File: src/rtl/assert_macros.svh
// ----------------------------------------------------------------------------
// assert_macros.svh
// Concurrent assertion shorthands clocked on clock, disabled during reset.
// ----------------------------------------------------------------------------
`ifndef ASSERT_MACROS_SVH
`define ASSERT_MACROS_SVH

// same-cycle implication
`define TESR_ASSERT_IMP(lbl, ante, cons, msg) \
   lbl: assert property (@(posedge clock) disable iff (reset) (ante) |-> (cons)) \
      else $error(msg);

// next-cycle implication
`define TESR_ASSERT_NXT(lbl, ante, cons, msg) \
   lbl: assert property (@(posedge clock) disable iff (reset) (ante) |=> (cons)) \
      else $error(msg);

`endif

File: src/rtl/tesr_pkg.sv
// ----------------------------------------------------------------------------
// tesr_pkg
// Types, widths and constants of the trail even spacing resampler.
// ----------------------------------------------------------------------------
package tesr_pkg;

   localparam int MAX_SEGMENTS = 256;
   localparam int HIT_FIRST    = 10;

   localparam logic [1:0] REG_SPACING   = 2'd0;
   localparam logic [1:0] REG_SEG_COUNT = 2'd1;
   localparam logic [1:0] REG_HIT_RAD   = 2'd2;
   localparam logic [1:0] REG_COLL_EN   = 2'd3;

   localparam logic [15:0] SPACING_RST   = 16'd2560;
   localparam logic [8:0]  SEG_COUNT_RST = 9'd10;
   localparam logic [15:0] HIT_RAD_RST   = 16'd2560;

   localparam logic [25:0] ACC_MAX = 26'h3FFFFFF;
   localparam logic signed [54:0] C24_MAX = 55'sd8388607;
   localparam logic signed [54:0] C24_MIN = -55'sd8388608;

   localparam logic [5:0] SQ_STEPS   = 6'd25;
   localparam logic [5:0] ROOT_STEPS = 6'd25;
   localparam logic [5:0] MUL_STEPS  = 6'd27;
   localparam logic [5:0] DIV_STEPS  = 6'd53;

   typedef enum logic [6:0] {
      ST_IDLE = 7'b0000001,
      ST_SQ   = 7'b0000010,
      ST_ROOT = 7'b0000100,
      ST_MUL  = 7'b0001000,
      ST_DIV  = 7'b0010000,
      ST_HSQ  = 7'b0100000,
      ST_OUT  = 7'b1000000
   } state_type;

   typedef struct packed {
      logic [15:0] spacing;
      logic [8:0]  segment_count;
      logic [15:0] hit_radius;
      logic        collision_enable;
   } cfg_type;

   typedef struct packed {
      logic signed [23:0] head_x;
      logic signed [23:0] head_y;
      logic signed [23:0] prev_x;
      logic signed [23:0] prev_y;
      logic signed [23:0] cur_x;
      logic signed [23:0] cur_y;
      logic [25:0] acc;
      logic [24:0] dxm;
      logic [24:0] dym;
      logic        dx_neg;
      logic        dy_neg;
      logic        ex_neg;
      logic [51:0] ma_x;
      logic [51:0] ma_y;
      logic [26:0] mb_x;
      logic [26:0] mb_y;
      logic [51:0] pr_x;
      logic [51:0] pr_y;
      logic [31:0] rma;
      logic [15:0] rmb;
      logic [31:0] rpr;
      logic [49:0] rad;
      logic [24:0] root;
      logic [26:0] rrem;
      logic [52:0] num_x;
      logic [52:0] num_y;
      logic [25:0] rem_x;
      logic [25:0] rem_y;
      logic signed [23:0] res_x;
      logic signed [23:0] res_y;
      logic        hit;
   } work_type;

endpackage

File: src/rtl/tesr_if.sv
// ----------------------------------------------------------------------------
// tesr_if
// Valid/ready channels of the resampler: trail points, segments, registers.
// ----------------------------------------------------------------------------
interface tesr_req_if;
   logic               valid;
   logic               ready;
   logic signed [23:0] point_x;
   logic signed [23:0] point_y;
   logic               trail_start;
   modport source (output valid, point_x, point_y, trail_start, input ready);
   modport sink   (input valid, point_x, point_y, trail_start, output ready);
endinterface

interface tesr_rsp_if;
   logic               valid;
   logic               ready;
   logic signed [23:0] seg_x;
   logic signed [23:0] seg_y;
   logic [7:0]         seg_index;
   logic               hits_head;
   logic               last;
   modport source (output valid, seg_x, seg_y, seg_index, hits_head, last, input ready);
   modport sink   (input valid, seg_x, seg_y, seg_index, hits_head, last, output ready);
endinterface

interface tesr_csr_if;
   logic        valid;
   logic        ready;
   logic [1:0]  index;
   logic [15:0] data;
   modport source (output valid, index, data, input ready);
   modport sink   (input valid, index, data, output ready);
endinterface

File: src/rtl/trail_even_spacing_resampler.sv
// ----------------------------------------------------------------------------
// trail_even_spacing_resampler
// Resamples a newest-first trail into segments one spacing apart.
// ----------------------------------------------------------------------------
// Usage:
//   req_ch carries trail points; a point with trail_start set is the head and
//   yields segment 0. Each later point closes a step; a step that reaches the
//   spacing yields one interpolated segment on rsp_ch, others yield nothing.
//   csr_ch writes spacing, segment_count, hit_radius and collision_enable;
//   write only while the block is idle.
// Sequencing:
//   One request at a time. A head goes through ST_OUT to its output register.
//   A step without a segment runs serial squaring, then a bit-pair square root;
//   a step with a segment adds a 27-step serial multiply, a 53-step restoring
//   divide and, from index 10 on with collision_enable set, a head distance
//   check on the serial lanes. A point after the count is reached or before
//   any head is taken is dropped.
// Reset:
//   Registers return to their defaults, trail state clears, waiting for a head.
// Stall:
//   The output register holds a segment until rsp_ch.ready; the next request
//   is taken meanwhile and its result waits in the last state for the slot.
// ----------------------------------------------------------------------------
`include "assert_macros.svh"

module trail_even_spacing_resampler (
   input  logic       clock,
   input  logic       reset,
   tesr_req_if.sink   req_ch,
   tesr_rsp_if.source rsp_ch,
   tesr_csr_if.sink   csr_ch
);

   tesr_pkg::state_type state_ff, state_in;
   tesr_pkg::cfg_type   cfg_ff, cfg_in;
   tesr_pkg::work_type  w_ff, w_in;
   logic [5:0] cnt_ff, cnt_in;
   logic [8:0] emitted_ff, emitted_in;
   logic       active_ff, active_in;

   logic               rsp_valid_ff, rsp_valid_in;
   logic signed [23:0] rsp_x_ff, rsp_x_in, rsp_y_ff, rsp_y_in;
   logic [7:0]         rsp_idx_ff, rsp_idx_in;
   logic               rsp_hit_ff, rsp_hit_in, rsp_last_ff, rsp_last_in;

   logic [8:0]  eff_count;
   logic        req_take, slot_free;
   logic [51:0] lx_pr, ly_pr;
   logic [31:0] lr_pr;
   logic [28:0] sq_r4, sq_t;
   logic        sq_ge;
   logic [24:0] sq_root;
   logic [26:0] sq_rem;
   logic [26:0] dv_rx, dv_ry, dv_d;
   logic        dv_qx, dv_qy;
   logic [24:0] dx, dy;
   logic [26:0] total, excess, acc_next;
   logic        emit;
   logic        go_hit;
   logic signed [23:0] res_x_c, res_y_c;
   logic [52:0] qx, qy;
   logic signed [54:0] qsx, qsy, sx, sy;
   logic [50:0] dist2;

   always_comb begin
      if (cfg_ff.segment_count == 9'd0) begin
         eff_count = 9'd1;
      end else if (cfg_ff.segment_count > 9'(tesr_pkg::MAX_SEGMENTS)) begin
         eff_count = 9'(tesr_pkg::MAX_SEGMENTS);
      end else begin
         eff_count = cfg_ff.segment_count;
      end
   end

   assign req_ch.ready = (state_ff == tesr_pkg::ST_IDLE);
   assign req_take     = req_ch.valid && req_ch.ready;
   assign slot_free    = !rsp_valid_ff || rsp_ch.ready;
   assign csr_ch.ready = 1'b1;

   // serial lanes, one multiplier bit per cycle
   assign lx_pr = w_ff.mb_x[0] ? w_ff.pr_x + w_ff.ma_x : w_ff.pr_x;
   assign ly_pr = w_ff.mb_y[0] ? w_ff.pr_y + w_ff.ma_y : w_ff.pr_y;
   assign lr_pr = w_ff.rmb[0]  ? w_ff.rpr + w_ff.rma   : w_ff.rpr;

   // square root, one result bit per cycle
   assign sq_r4   = {w_ff.rrem, w_ff.rad[49:48]};
   assign sq_t    = {2'b00, w_ff.root, 2'b01};
   assign sq_ge   = (sq_r4 >= sq_t);
   assign sq_root = {w_ff.root[23:0], sq_ge};
   assign sq_rem  = sq_ge ? 27'(sq_r4 - sq_t) : sq_r4[26:0];

   // restoring division, one quotient bit per cycle
   assign dv_d  = {2'b00, w_ff.root};
   assign dv_rx = {w_ff.rem_x, w_ff.num_x[52]};
   assign dv_ry = {w_ff.rem_y, w_ff.num_y[52]};
   assign dv_qx = (dv_rx >= dv_d);
   assign dv_qy = (dv_ry >= dv_d);

   assign dx = 25'({w_ff.prev_x[23], w_ff.prev_x});
   assign dy = 25'({w_ff.prev_y[23], w_ff.prev_y});

   assign total    = {1'b0, w_ff.acc} + {2'b00, sq_root};
   assign emit     = (total >= {11'd0, cfg_ff.spacing});
   assign excess   = {11'd0, cfg_ff.spacing} - {1'b0, w_ff.acc};
   assign acc_next = emit ? total - {11'd0, cfg_ff.spacing} : total;

   assign qx  = {w_ff.num_x[51:0], dv_qx};
   assign qy  = {w_ff.num_y[51:0], dv_qy};
   assign qsx = (w_ff.dx_neg ^ w_ff.ex_neg) ? -$signed({2'b00, qx}) : $signed({2'b00, qx});
   assign qsy = (w_ff.dy_neg ^ w_ff.ex_neg) ? -$signed({2'b00, qy}) : $signed({2'b00, qy});
   assign sx  = 55'(w_ff.prev_x) + qsx;
   assign sy  = 55'(w_ff.prev_y) + qsy;

   assign dist2 = {1'b0, lx_pr[49:0]} + {1'b0, ly_pr[49:0]};

   always_comb begin
      logic [24:0] pdx, pdy;
      state_in     = state_ff;
      cfg_in       = cfg_ff;
      w_in         = w_ff;
      cnt_in       = cnt_ff;
      emitted_in   = emitted_ff;
      active_in    = active_ff;
      rsp_valid_in = rsp_valid_ff;
      rsp_x_in     = rsp_x_ff;
      rsp_y_in     = rsp_y_ff;
      rsp_idx_in   = rsp_idx_ff;
      rsp_hit_in   = rsp_hit_ff;
      rsp_last_in  = rsp_last_ff;
      go_hit       = 1'b0;
      res_x_c      = w_ff.prev_x;
      res_y_c      = w_ff.prev_y;
      pdx          = 25'({req_ch.point_x[23], req_ch.point_x}) - dx;
      pdy          = 25'({req_ch.point_y[23], req_ch.point_y}) - dy;

      if (csr_ch.valid) begin
         case (csr_ch.index)
            tesr_pkg::REG_SPACING:   cfg_in.spacing          = csr_ch.data;
            tesr_pkg::REG_SEG_COUNT: cfg_in.segment_count    = csr_ch.data[8:0];
            tesr_pkg::REG_HIT_RAD:   cfg_in.hit_radius       = csr_ch.data;
            tesr_pkg::REG_COLL_EN:   cfg_in.collision_enable = csr_ch.data[0];
            default: cfg_in = cfg_ff;
         endcase
      end

      if (rsp_valid_ff && rsp_ch.ready) begin
         rsp_valid_in = 1'b0;
      end

      case (state_ff)
         tesr_pkg::ST_IDLE: begin
            if (req_take) begin
               if (req_ch.trail_start) begin
                  w_in.head_x = req_ch.point_x;
                  w_in.head_y = req_ch.point_y;
                  w_in.prev_x = req_ch.point_x;
                  w_in.prev_y = req_ch.point_y;
                  w_in.cur_x  = req_ch.point_x;
                  w_in.cur_y  = req_ch.point_y;
                  w_in.res_x  = req_ch.point_x;
                  w_in.res_y  = req_ch.point_y;
                  w_in.acc    = '0;
                  w_in.hit    = 1'b0;
                  emitted_in  = '0;
                  active_in   = 1'b1;
                  state_in    = tesr_pkg::ST_OUT;
               end else if (active_ff && (emitted_ff < eff_count)) begin
                  w_in.cur_x  = req_ch.point_x;
                  w_in.cur_y  = req_ch.point_y;
                  w_in.dx_neg = pdx[24];
                  w_in.dy_neg = pdy[24];
                  w_in.dxm    = pdx[24] ? -pdx : pdx;
                  w_in.dym    = pdy[24] ? -pdy : pdy;
                  w_in.ma_x   = {27'd0, w_in.dxm};
                  w_in.ma_y   = {27'd0, w_in.dym};
                  w_in.mb_x   = {2'b00, w_in.dxm};
                  w_in.mb_y   = {2'b00, w_in.dym};
                  w_in.pr_x   = '0;
                  w_in.pr_y   = '0;
                  cnt_in      = tesr_pkg::SQ_STEPS - 6'd1;
                  state_in    = tesr_pkg::ST_SQ;
               end
            end
         end
         tesr_pkg::ST_SQ: begin
            w_in.pr_x = lx_pr;
            w_in.pr_y = ly_pr;
            w_in.ma_x = {w_ff.ma_x[50:0], 1'b0};
            w_in.ma_y = {w_ff.ma_y[50:0], 1'b0};
            w_in.mb_x = {1'b0, w_ff.mb_x[26:1]};
            w_in.mb_y = {1'b0, w_ff.mb_y[26:1]};
            cnt_in    = cnt_ff - 6'd1;
            if (cnt_ff == 6'd0) begin
               w_in.rad  = lx_pr[49:0] + ly_pr[49:0];
               w_in.root = '0;
               w_in.rrem = '0;
               cnt_in    = tesr_pkg::ROOT_STEPS - 6'd1;
               state_in  = tesr_pkg::ST_ROOT;
            end
         end
         tesr_pkg::ST_ROOT: begin
            w_in.root = sq_root;
            w_in.rrem = sq_rem;
            w_in.rad  = {w_ff.rad[47:0], 2'b00};
            cnt_in    = cnt_ff - 6'd1;
            if (cnt_ff == 6'd0) begin
               w_in.acc = acc_next[26] ? tesr_pkg::ACC_MAX : acc_next[25:0];
               if (!emit) begin
                  w_in.prev_x = w_ff.cur_x;
                  w_in.prev_y = w_ff.cur_y;
                  state_in    = tesr_pkg::ST_IDLE;
               end else if (sq_root == 25'd0) begin
                  go_hit = 1'b1;
               end else begin
                  w_in.ex_neg = excess[26];
                  w_in.ma_x   = {27'd0, w_ff.dxm};
                  w_in.ma_y   = {27'd0, w_ff.dym};
                  w_in.mb_x   = excess[26] ? -excess : excess;
                  w_in.mb_y   = excess[26] ? -excess : excess;
                  w_in.pr_x   = '0;
                  w_in.pr_y   = '0;
                  cnt_in      = tesr_pkg::MUL_STEPS - 6'd1;
                  state_in    = tesr_pkg::ST_MUL;
               end
            end
         end
         tesr_pkg::ST_MUL: begin
            w_in.pr_x = lx_pr;
            w_in.pr_y = ly_pr;
            w_in.ma_x = {w_ff.ma_x[50:0], 1'b0};
            w_in.ma_y = {w_ff.ma_y[50:0], 1'b0};
            w_in.mb_x = {1'b0, w_ff.mb_x[26:1]};
            w_in.mb_y = {1'b0, w_ff.mb_y[26:1]};
            cnt_in    = cnt_ff - 6'd1;
            if (cnt_ff == 6'd0) begin
               w_in.num_x = {1'b0, lx_pr} + {29'd0, w_ff.root[24:1]};
               w_in.num_y = {1'b0, ly_pr} + {29'd0, w_ff.root[24:1]};
               w_in.rem_x = '0;
               w_in.rem_y = '0;
               cnt_in     = tesr_pkg::DIV_STEPS - 6'd1;
               state_in   = tesr_pkg::ST_DIV;
            end
         end
         tesr_pkg::ST_DIV: begin
            w_in.rem_x = dv_qx ? 26'(dv_rx - dv_d) : dv_rx[25:0];
            w_in.rem_y = dv_qy ? 26'(dv_ry - dv_d) : dv_ry[25:0];
            w_in.num_x = qx;
            w_in.num_y = qy;
            cnt_in     = cnt_ff - 6'd1;
            if (cnt_ff == 6'd0) begin
               res_x_c = (sx > tesr_pkg::C24_MAX) ? 24'sd8388607 :
                         (sx < tesr_pkg::C24_MIN) ? -24'sd8388608 : sx[23:0];
               res_y_c = (sy > tesr_pkg::C24_MAX) ? 24'sd8388607 :
                         (sy < tesr_pkg::C24_MIN) ? -24'sd8388608 : sy[23:0];
               go_hit  = 1'b1;
            end
         end
         tesr_pkg::ST_HSQ: begin
            w_in.pr_x = lx_pr;
            w_in.pr_y = ly_pr;
            w_in.rpr  = lr_pr;
            w_in.ma_x = {w_ff.ma_x[50:0], 1'b0};
            w_in.ma_y = {w_ff.ma_y[50:0], 1'b0};
            w_in.mb_x = {1'b0, w_ff.mb_x[26:1]};
            w_in.mb_y = {1'b0, w_ff.mb_y[26:1]};
            w_in.rma  = {w_ff.rma[30:0], 1'b0};
            w_in.rmb  = {1'b0, w_ff.rmb[15:1]};
            cnt_in    = cnt_ff - 6'd1;
            if (cnt_ff == 6'd0) begin
               w_in.hit = (dist2 < {19'd0, lr_pr});
               state_in = tesr_pkg::ST_OUT;
            end
         end
         tesr_pkg::ST_OUT: begin
            if (slot_free) begin
               rsp_valid_in = 1'b1;
               rsp_x_in     = w_ff.res_x;
               rsp_y_in     = w_ff.res_y;
               rsp_idx_in   = emitted_ff[7:0];
               rsp_hit_in   = w_ff.hit;
               rsp_last_in  = ({1'b0, emitted_ff} + 10'd1) == {1'b0, eff_count};
               emitted_in   = emitted_ff + 9'd1;
               w_in.prev_x  = w_ff.cur_x;
               w_in.prev_y  = w_ff.cur_y;
               state_in     = tesr_pkg::ST_IDLE;
            end
         end
         default: state_in = tesr_pkg::ST_IDLE;
      endcase

      if (go_hit) begin
         w_in.res_x = res_x_c;
         w_in.res_y = res_y_c;
         if ((emitted_ff >= 9'(tesr_pkg::HIT_FIRST)) && cfg_ff.collision_enable) begin
            pdx       = {res_x_c[23], res_x_c} - {w_ff.head_x[23], w_ff.head_x};
            pdy       = {res_y_c[23], res_y_c} - {w_ff.head_y[23], w_ff.head_y};
            w_in.ma_x = {27'd0, pdx[24] ? -pdx : pdx};
            w_in.ma_y = {27'd0, pdy[24] ? -pdy : pdy};
            w_in.mb_x = {2'b00, pdx[24] ? -pdx : pdx};
            w_in.mb_y = {2'b00, pdy[24] ? -pdy : pdy};
            w_in.pr_x = '0;
            w_in.pr_y = '0;
            w_in.rma  = {16'd0, cfg_ff.hit_radius};
            w_in.rmb  = cfg_ff.hit_radius;
            w_in.rpr  = '0;
            cnt_in    = tesr_pkg::SQ_STEPS - 6'd1;
            state_in  = tesr_pkg::ST_HSQ;
         end else begin
            w_in.hit  = 1'b0;
            state_in  = tesr_pkg::ST_OUT;
         end
      end
   end

   always_ff @(posedge clock) begin
      if (reset) begin
         state_ff     <= tesr_pkg::ST_IDLE;
         cfg_ff       <= '{tesr_pkg::SPACING_RST, tesr_pkg::SEG_COUNT_RST,
                           tesr_pkg::HIT_RAD_RST, 1'b1};
         cnt_ff       <= '0;
         emitted_ff   <= '0;
         active_ff    <= 1'b0;
         rsp_valid_ff <= 1'b0;
         w_ff         <= '0;
      end else begin
         state_ff     <= state_in;
         cfg_ff       <= cfg_in;
         cnt_ff       <= cnt_in;
         emitted_ff   <= emitted_in;
         active_ff    <= active_in;
         rsp_valid_ff <= rsp_valid_in;
         w_ff         <= w_in;
      end
   end

   always_ff @(posedge clock) begin
      rsp_x_ff    <= rsp_x_in;
      rsp_y_ff    <= rsp_y_in;
      rsp_idx_ff  <= rsp_idx_in;
      rsp_hit_ff  <= rsp_hit_in;
      rsp_last_ff <= rsp_last_in;
   end

   assign rsp_ch.valid     = rsp_valid_ff;
   assign rsp_ch.seg_x     = rsp_x_ff;
   assign rsp_ch.seg_y     = rsp_y_ff;
   assign rsp_ch.seg_index = rsp_idx_ff;
   assign rsp_ch.hits_head = rsp_hit_ff;
   assign rsp_ch.last      = rsp_last_ff;

   `TESR_ASSERT_IMP(a_div_rem_bound, state_ff == tesr_pkg::ST_DIV,
      {1'b0, w_ff.rem_x} < dv_d, "divider remainder not below divisor")
   `TESR_ASSERT_IMP(a_root_rem_bound, state_ff == tesr_pkg::ST_ROOT,
      {1'b0, w_ff.rrem} <= {2'b00, w_ff.root, 1'b0}, "root remainder above twice root")
   `TESR_ASSERT_NXT(a_emit_count, (state_ff == tesr_pkg::ST_OUT) && slot_free,
      rsp_valid_ff && (emitted_ff == $past(emitted_ff) + 9'd1), "segment not counted")
   `TESR_ASSERT_IMP(a_count_cap, 1'b1,
      emitted_ff <= 9'(tesr_pkg::MAX_SEGMENTS), "segment count past maximum")

endmodule
File: src/flat_wrapper.sv
// flat-port wrapper written by rule: the top's interface ports become plain ports
module trail_even_spacing_resampler_flat 
  (clock, reset, req_ch_valid, req_ch_point_x, req_ch_point_y, req_ch_trail_start, req_ch_ready, rsp_ch_valid, rsp_ch_seg_x, rsp_ch_seg_y, rsp_ch_seg_index, rsp_ch_hits_head, rsp_ch_last, rsp_ch_ready, csr_ch_valid, csr_ch_index, csr_ch_data, csr_ch_ready);
  tesr_req_if req_ch_i ();
  tesr_rsp_if rsp_ch_i ();
  tesr_csr_if csr_ch_i ();
  input  logic clock;
  input  logic reset;
  input wire logic [$bits(req_ch_i.valid)-1:0] req_ch_valid;
  input wire logic [$bits(req_ch_i.point_x)-1:0] req_ch_point_x;
  input wire logic [$bits(req_ch_i.point_y)-1:0] req_ch_point_y;
  input wire logic [$bits(req_ch_i.trail_start)-1:0] req_ch_trail_start;
  output wire logic [$bits(req_ch_i.ready)-1:0] req_ch_ready;
  output wire logic [$bits(rsp_ch_i.valid)-1:0] rsp_ch_valid;
  output wire logic [$bits(rsp_ch_i.seg_x)-1:0] rsp_ch_seg_x;
  output wire logic [$bits(rsp_ch_i.seg_y)-1:0] rsp_ch_seg_y;
  output wire logic [$bits(rsp_ch_i.seg_index)-1:0] rsp_ch_seg_index;
  output wire logic [$bits(rsp_ch_i.hits_head)-1:0] rsp_ch_hits_head;
  output wire logic [$bits(rsp_ch_i.last)-1:0] rsp_ch_last;
  input wire logic [$bits(rsp_ch_i.ready)-1:0] rsp_ch_ready;
  input wire logic [$bits(csr_ch_i.valid)-1:0] csr_ch_valid;
  input wire logic [$bits(csr_ch_i.index)-1:0] csr_ch_index;
  input wire logic [$bits(csr_ch_i.data)-1:0] csr_ch_data;
  output wire logic [$bits(csr_ch_i.ready)-1:0] csr_ch_ready;
  assign req_ch_i.valid = req_ch_valid;
  assign req_ch_i.point_x = req_ch_point_x;
  assign req_ch_i.point_y = req_ch_point_y;
  assign req_ch_i.trail_start = req_ch_trail_start;
  assign req_ch_ready = req_ch_i.ready;
  assign rsp_ch_valid = rsp_ch_i.valid;
  assign rsp_ch_seg_x = rsp_ch_i.seg_x;
  assign rsp_ch_seg_y = rsp_ch_i.seg_y;
  assign rsp_ch_seg_index = rsp_ch_i.seg_index;
  assign rsp_ch_hits_head = rsp_ch_i.hits_head;
  assign rsp_ch_last = rsp_ch_i.last;
  assign rsp_ch_i.ready = rsp_ch_ready;
  assign csr_ch_i.valid = csr_ch_valid;
  assign csr_ch_i.index = csr_ch_index;
  assign csr_ch_i.data = csr_ch_data;
  assign csr_ch_ready = csr_ch_i.ready;
  trail_even_spacing_resampler u_core (.clock(clock), .reset(reset), .req_ch(req_ch_i), .rsp_ch(rsp_ch_i), .csr_ch(csr_ch_i));
endmodule
File: config.mk
export PLATFORM = sky130hd
export DESIGN_NAME = trail_even_spacing_resampler_flat
export DESIGN_NICKNAME = d
export VERILOG_FILES = /design/src/rtl/tesr_pkg.sv /design/src/rtl/tesr_if.sv /design/src/rtl/trail_even_spacing_resampler.sv /design/src/flat_wrapper.sv
export VERILOG_INCLUDE_DIRS = /design/src /design/src/rtl
export SDC_FILE = /design/constraint.sdc
export NUM_CORES = 2
export LEC_CHECK = 0
export BUFFER_PORTS_ARGS = -buffer_cell sky130_fd_sc_hd__buf_2
export CAP_MARGIN = 10
export CORE_MARGIN = 2
export CORE_UTILIZATION = 59
export CTS_CLUSTER_SIZE = 24
export DETAILED_ROUTE_END_ITERATION = 16
export PLACE_DENSITY = 0.78
export SETUP_SLACK_MARGIN = 0.02
export SLEW_MARGIN = 25
export SYNTH_ARGS = -nofsm -noshare
export SYNTH_HDL_FRONTEND = slang
export SYNTH_SLANG_ARGS = --single-unit
export TNS_END_PERCENT = 100
File: constraint.sdc
create_clock -name clock -period 12.4 [get_ports clock]
set_input_delay 0 -clock clock [delete_from_list [all_inputs] [get_ports clock]]
set_output_delay 0 -clock clock [all_outputs]
set_load 0.1 [all_outputs]
Word-level counts from Yosys, hierarchy flattened
Cells that the tools add are included.
{"block": "word_totals", "reg_bits": 998, "latchBits": 0, "mem_bits_rw": 0, "mem_bits_ro": 0, "inputBits": 72, "out_inout_bits": 61, "word_cells": 249, "mem_count": 0}
{"block": "classes", "add_sub_neg": 29, "multipliers": 0, "div": 0, "n_lt_le_gt_ge": 12, "eq_ne": 27, "shifts": 0, "mux": 95, "bitwise": 4, "n_reduce_logical": 37}
{"cell": "$mux W262", "count": 6}
{"cell": "$pmux W262 S3", "count": 1}
{"cell": "$mux W342", "count": 2}
{"cell": "$mux W48", "count": 7}
{"cell": "$pmux W158 S2", "count": 1}
{"cell": "$mux W52", "count": 4}
{"cell": "$pmux W102 S2", "count": 1}
{"cell": "$mux W24", "count": 8}
{"cell": "$mux W174", "count": 1}
{"cell": "$mux W158", "count": 1}
{"cell": "$mux W49", "count": 3}
{"cell": "$pmux W48 S3", "count": 1}
{"cell": "$mux W26", "count": 5}
{"cell": "$add A24 B55 Y55", "count": 2}
{"cell": "$gt A55 B24 Y1 const B", "count": 2}
{"cell": "$lt A55 B24 Y1 const B", "count": 2}
{"cell": "$mux W55", "count": 2}
{"cell": "$neg A53 Y55", "count": 2}
{"cell": "$add A52 B24 Y53", "count": 2}
{"cell": "$add A52 B52 Y52", "count": 2}
{"cell": "$mux W102", "count": 1}
{"cell": "$mux W25", "count": 4}
{"cell": "$neg A25 Y25", "count": 4}
{"cell": "$sub A24 B24 Y25", "count": 4}
{"cell": "other kinds (64)", "count": 136}

Longest topological paths before layout
{"block": "logic_depth", "depth_word": 14, "mapped_depth": 59, "depth_no_buf": 56}

Least setup slack after synthesis
No wires, ideal clock.
{"block": "synth_timing", "kind": "flip-flop to flip-flop", "startpoint": "register u_core.w_ff, in the netlist u_core.dv_d[1]", "endpoint": "register u_core.w_ff[622] in the netlist's numbering", "setup_time_ns": 0.120, "arrival_time_ns": 11.737, "t_required_ns": 12.280, "path_slack_ns": 0.543, "path_stages_with_launch": 57, "n_path_buf": 2, "period_less_slack_ns": 11.857, "cell_sequence": "dfxtp_1 inv_1 ha_1 nor2b_1 o21ai_0 a21oi_1 o21ai_0 a21oi_1 o21ai_0 a21oi_1 o21ai_0 a21oi_1 o21ai_0 o21ai_0 a41o_1 clkinv_1 clkbuf_1 ha_1 [21 not listed] a21oi_2 nor2_1 ha_1 nor2b_1 o21ai_0 a21boi_0 o311ai_0 a21oi_1 nor2_1 mux2_2 a31o_2 nor4bb_1 nand2_1 nor4_1 a21oi_1 xnor2_1 nor3_1 or2_1"}
{"block": "synth_via", "elab_chain_cells": 14, "elab_cells_between_ends": 27, "classes_between": "add/sub (5); order compare (5); mux (16); reduce/logical (1)"}
{"element": "start: declaration", "line": "trail_even_spacing_resampler.sv:36", "source": "tesr_pkg::work_type w_ff, w_in;"}
{"element": "start signal: assignment", "line": "trail_even_spacing_resampler.sv:332", "source": "w_ff <= w_in;"}
{"element": "$ge A27 B25 Y1", "line": "trail_even_spacing_resampler.sv:96", "source": "assign dv_qx = (dv_rx >= dv_d);"}
{"element": "$neg A53 Y55", "line": "trail_even_spacing_resampler.sv:109", "source": "assign qsx = (w_ff.dx_neg ^ w_ff.ex_neg) ? -$signed({2'b00, qx}) : $signed({2'b00, qx});"}
{"element": "$mux W55", "line": "trail_even_spacing_resampler.sv:109"}
{"element": "$add A24 B55 Y55", "line": "trail_even_spacing_resampler.sv:111", "source": "assign sx = 55'(w_ff.prev_x) + qsx;"}
{"element": "$lt A55 B24 Y1", "line": "trail_even_spacing_resampler.sv:252", "source": "(sx < tesr_pkg::C24_MIN) ? -24'sd8388608 : sx[23:0];"}
{"element": "$mux W24", "line": "trail_even_spacing_resampler.sv:252"}
{"element": "$mux W24", "line": "trail_even_spacing_resampler.sv:251", "source": "res_x_c = (sx > tesr_pkg::C24_MAX) ? 24'sd8388607 :"}
{"element": "$mux W24", "line": "trail_even_spacing_resampler.sv:250", "source": "if (cnt_ff == 6'd0) begin"}
{"element": "$mux W24", "line": "trail_even_spacing_resampler.sv:150", "source": "case (state_ff)"}
{"element": "$sub A24 B24 Y25", "line": "trail_even_spacing_resampler.sv:295", "source": "pdx = {res_x_c[23], res_x_c} - {w_ff.head_x[23], w_ff.head_x};"}
{"element": "$neg A25 Y25", "line": "trail_even_spacing_resampler.sv:297", "source": "w_in.ma_x = {27'd0, pdx[24] ? -pdx : pdx};"}
{"element": "$mux W25", "line": "trail_even_spacing_resampler.sv:297"}
{"element": "$mux W342", "line": "trail_even_spacing_resampler.sv:294", "source": "if ((emitted_ff >= 9'(tesr_pkg::HIT_FIRST)) && cfg_ff.collision_enable) begin"}
{"element": "$mux W342 (*)", "line": "trail_even_spacing_resampler.sv:291", "source": "if (go_hit) begin"}
Every way passes the cells marked *; elsewhere a longest branch is shown, timed or not.
A chain may end at the register's enable or synchronous reset.

Worst setup path after layout
{"block": "layout_timing", "startpoint": "register u_core.w_ff, in the netlist u_core.dv_d[1]", "endpoint": "register u_core.w_ff[503] in the netlist's numbering"}
{"block": "layout_via", "elab_chain_cells": 14, "elab_cells_between_ends": 27, "classes_between": "add/sub (5); order compare (5); mux (16); reduce/logical (1)"}
{"element": "$ge A27 B25 Y1", "line": "trail_even_spacing_resampler.sv:97", "source": "assign dv_qy = (dv_ry >= dv_d);"}
{"element": "$neg A53 Y55", "line": "trail_even_spacing_resampler.sv:110", "source": "assign qsy = (w_ff.dy_neg ^ w_ff.ex_neg) ? -$signed({2'b00, qy}) : $signed({2'b00, qy});"}
{"element": "$mux W55", "line": "trail_even_spacing_resampler.sv:110"}
{"element": "$add A24 B55 Y55", "line": "trail_even_spacing_resampler.sv:112", "source": "assign sy = 55'(w_ff.prev_y) + qsy;"}
{"element": "$lt A55 B24 Y1", "line": "trail_even_spacing_resampler.sv:254", "source": "(sy < tesr_pkg::C24_MIN) ? -24'sd8388608 : sy[23:0];"}
{"element": "$mux W24", "line": "trail_even_spacing_resampler.sv:254"}
{"element": "$mux W24", "line": "trail_even_spacing_resampler.sv:253", "source": "res_y_c = (sy > tesr_pkg::C24_MAX) ? 24'sd8388607 :"}
{"element": "$mux W24", "line": "trail_even_spacing_resampler.sv:250"}
{"element": "$mux W24", "line": "trail_even_spacing_resampler.sv:150"}
{"element": "$sub A24 B24 Y25", "line": "trail_even_spacing_resampler.sv:296", "source": "pdy = {res_y_c[23], res_y_c} - {w_ff.head_y[23], w_ff.head_y};"}
{"element": "$neg A25 Y25", "line": "trail_even_spacing_resampler.sv:300", "source": "w_in.mb_y = {2'b00, pdy[24] ? -pdy : pdy};"}
{"element": "$mux W25", "line": "trail_even_spacing_resampler.sv:300"}
{"element": "$mux W342", "line": "trail_even_spacing_resampler.sv:294"}
{"element": "$mux W342 (*)", "line": "trail_even_spacing_resampler.sv:291"}
Marked as above.

==> impl_metrics.yaml <==
outcome:
  status: "completed"
sta:
  fmax_mhz: 83.71
  finalCritPeriodShare_pct: 96.34
  setup_violations: 0
  max_slew_margin_pct: 25.85
  hold_viol_final: 0
  worstMarginPinSlew_ns: 1.107
  drv_slew: 0
  post-route-min-period_ns: 11.95
  skew_ns: 0.03606
setup_path:
  regToRegSetupSlack_ns: 0.45
  regToRegEndpoint: "u_core.w_ff[503]$_SDFF_PP0_"
  r2r_start: "u_core.dv_d[1]$_SDFFE_PP0P_"
  slowest_delay_ns: 0.43
  crit_path_frequent_cell: "buf_4"
  critical_path_class: "flop to flop"
  required_ns: 12.99
  start_kind: "flop"
  worst_ep_arrival_time_ns: 12.53
  slowest_stage: "or3_1"
  endpoint_kind: "flop"
  crit_fanout: 20
  rr_worst_depth: 57
power_and_ir_drop:
  ir_drop_v: 0.0001348
  powerDensity_mw_per_mm2: 126.9
  finalPower_mw: 11.01
  p_leak_nw: 36.69
global_route:
  antenna_found_initial: 17
  grt_pass1_vias: 74710
  track_usage_pct: 41.05
  gr-total-overflow: 0
  grt_pass1_wl_um: 440200
  grt_max_degree: 151
cells_and_area:
  drive_above_1_share_pct: 8.740
  syn_to_final_growth_pct: 10.54
  stdcell_area_mm2: 0.08675
  final_core_util_pct: 65.82
  nNetsFinal: 11120
detailed_routing:
  drt-initial-drc-count: 9325
  routed_wl_um: 291300
  via_count: 81130
  dr.pass1.iters: 7
  ant_nets: 0
  drcViolationCount: 0
  wl_per_cell_um: 23.75
  via_per_inst: 6.615
clock_tree:
  clockRootBuffer: "clkbuf_16"
  htree_num_levels: 3
  clk_pin_slew_ns: 0.06
  cts_tree: "done"
  clock_sinks: 998
  clock_path_buffers: 3
  clkLatencyLatePin_ns: 0.76
  numCtsBuffers: 113
synthesis:
  muxShareOfSynthArea_pct: 1.972
  yosysWarnings: 0
  ys_types: 125
  avgSynthCellArea_um2: 7.612
  synth_seq_cells: 998
  synthArstFlopShare_pct: 0
  synth_top_family_by_area: "compound AO/OA/AOI/OAI gates"
  ys_seq_area_share_pct: 26.20
  synth_edf_count: 58
  synth_xor_area_share_pct: 8.169
  netlist_area_mm2: 0.07848
  syn_nets: 11020
  synth_simple_gate_area_share_pct: 19.93
  synth_fa_ha_area_share_pct: 10.38
  syn_inst: 10310
  synthFlopType: "dfxtp_1"
  synth_compound_area_share_pct: 28.76
floorplan:
  fp-row-count: 133
  dieWidth_um: 368.7
  core_mm2: 0.1318
  die_area_mm2: 0.1360
  ios: 133
  die_y_um: 368.7
  start_util_pct: 59.55
worst_hold_path:
  whs_path_depth: 4
  hp-start: "req_ch_point_y[20]"
  whs_endpoint: "u_core.w_ff[750]$_SDFFE_PP0P_"
  hold_class: "primary input to flop"
placed_design:
  io_buffer_count: 131
  place.gp.congestion: 1.055
  hpwl_um: 221000
  dpl_cell_area_mm2: 0.08174
job:
  maxCapViolations: 0
## metrics by stage
stage	setup slack, ns	hold slack [ns]	std cells	TNS, ns
after floorplan	0.5434	0.1240	10310	0
after global placement	0.002053	0.2436	11960	0
after detailed placement	-0.06959	0.2447	11960	-0.1391
after CTS	0.06994	0.01957	12250	0
after global routing	-0.06167	0.09692	12260	-0.1354
final	0.4544	0.09333	12260	0
## cells by family after synthesis
kind of cell               count (synthesis)
DFF                                      998
and+or+nand+nor                         3434
other                                      1
xor gates and xnor gates                 732
buffers and inverters                    925
muxes                                    148
AOI/OAI and AO/OA                       3432
adders and majority gates                641
## synthesized netlist by cell type, drive strengths merged, types with 83 or more instances
library cell,n,area share (%)
inv,374,1.8
buf,100,0.64
nor2,1117,5.4
o21a,103,0.99
mux2i,95,1.2
a31oi,153,1.3
nand2,1206,5.8
a21oi,1088,7.1
o31ai,90,1.0
nor3,191,1.2
clkbuf,447,2.1
nand3,160,1.0
a21o,352,3.4
xnor2,430,4.8
o211ai,99,0.95
a211oi,194,1.9
o21ai,549,3.5
a22oi,260,2.5
ha,624,9.9
dfxtp,940,24
xor2,302,3.4
nand4,99,0.79
or3,83,0.67
and3,91,0.73
nand2b,108,0.86
## worst max-delay path by stage
stage,slack [ns],cells after the start,startpoint,end
3_5_place_dp,-0.07,58,u_core.dv_d[1]$_SDFFE_PP0P_,u_core.w_ff[542]$_SDFF_PP0_
3_3_place_gp,0.002,58,u_core.dv_d[1]$_SDFFE_PP0P_,u_core.w_ff[542]$_SDFF_PP0_
4_1_cts,0.07,58,u_core.dv_d[1]$_SDFFE_PP0P_,u_core.w_ff[622]$_SDFF_PP0_
6_report,0.45,57,u_core.dv_d[1]$_SDFFE_PP0P_,u_core.w_ff[503]$_SDFF_PP0_
5_1_grt,-0.06,58,u_core.dv_d[1]$_SDFFE_PP0P_,u_core.w_ff[622]$_SDFF_PP0_
2_1_floorplan,0.54,56,u_core.dv_d[1]$_SDFFE_PP0P_,u_core.w_ff[622]$_SDFF_PP0_
## worst max-delay path, delay by kind of cell (launching register included)
kind            cells  cell delay (ns)
compound gates     24             5.07
xor+xnor            3             0.48
fa+ha+maj           4             1.15
buf+inv            11             1.86
flops               1             0.33
simple gates       15             2.85
## metal layers
metal  vias up  GRT usage, %  part of all wire (%)
met5         -             0                 0.022
li1      37630             -                     -
met4        10         21.82                   5.9
met1     38620         53.69                    41
met2      4046         63.96                    43
met3       825         7.806                   9.7
## flip-flops by register name, summed over array words and instances (netlist names), 9 cells and up
register / flops
u_core.cfg_ff: 42
u_core.dv_d: 25
u_core.dv_rx: 27
u_core.dv_ry: 27
u_core.dx: 24
u_core.dy: 24
u_core.emitted_ff: 9
u_core.qx: 52
u_core.qy: 52
u_core.rsp_ch.seg_x: 24
u_core.rsp_ch.seg_y: 24
u_core.sq_r4: 29
u_core.w_ff: 614
## layout by cell type, fill, tap and decap left out, types with 182 or more instances in the layout
| master | count |
|---|---|
| a22oi_1 | 260 |
| dfxtp_1 | 937 |
| a21o_1 | 352 |
| buf_4 | 306 |
| a211oi_1 | 188 |
| xnor2_1 | 424 |
| xor2_1 | 300 |
| a21oi_1 | 1061 |
| ha_1 | 621 |
| nor2_1 | 1103 |
| o21ai_0 | 510 |
| nand2_1 | 1197 |
| nor3_1 | 182 |
| inv_1 | 373 |
## power by group
part | total (mW) | leakage [nW] | internal, mW | switching, mW
sequential | 3.52 | 8.11 | 3.35 | 0.173
combinational | 3.90 | 26.7 | 1.50 | 2.40
clock | 3.58 | 1.90 | 2.06 | 1.52
total | 11.0 | 36.7 | 6.91 | 4.10
## what timing repair did
action	4_1_cts	5_1_grt
buffers inserted	0	3
hold buffers	86	0
setup endpoints to repair	24	96
endpoints found under the hold margin	281	0
resized for setup	2	54
pin swaps	0	7
## final cells by class
cell class | count | area [um2]
Multi-Input combinational cell | 8388 | 54750
Tap cell | 1755 | 2196
Antenna cell | 5 | 12.51
Timing Repair Buffer | 529 | 3934
Inverter | 378 | 1424
Fill cell | 11480 | 45040
Clock buffer | 153 | 3184
Clock inverter | 57 | 691.9
Sequential cell | 998 | 20560
Power figures use the tool's default switching activity.
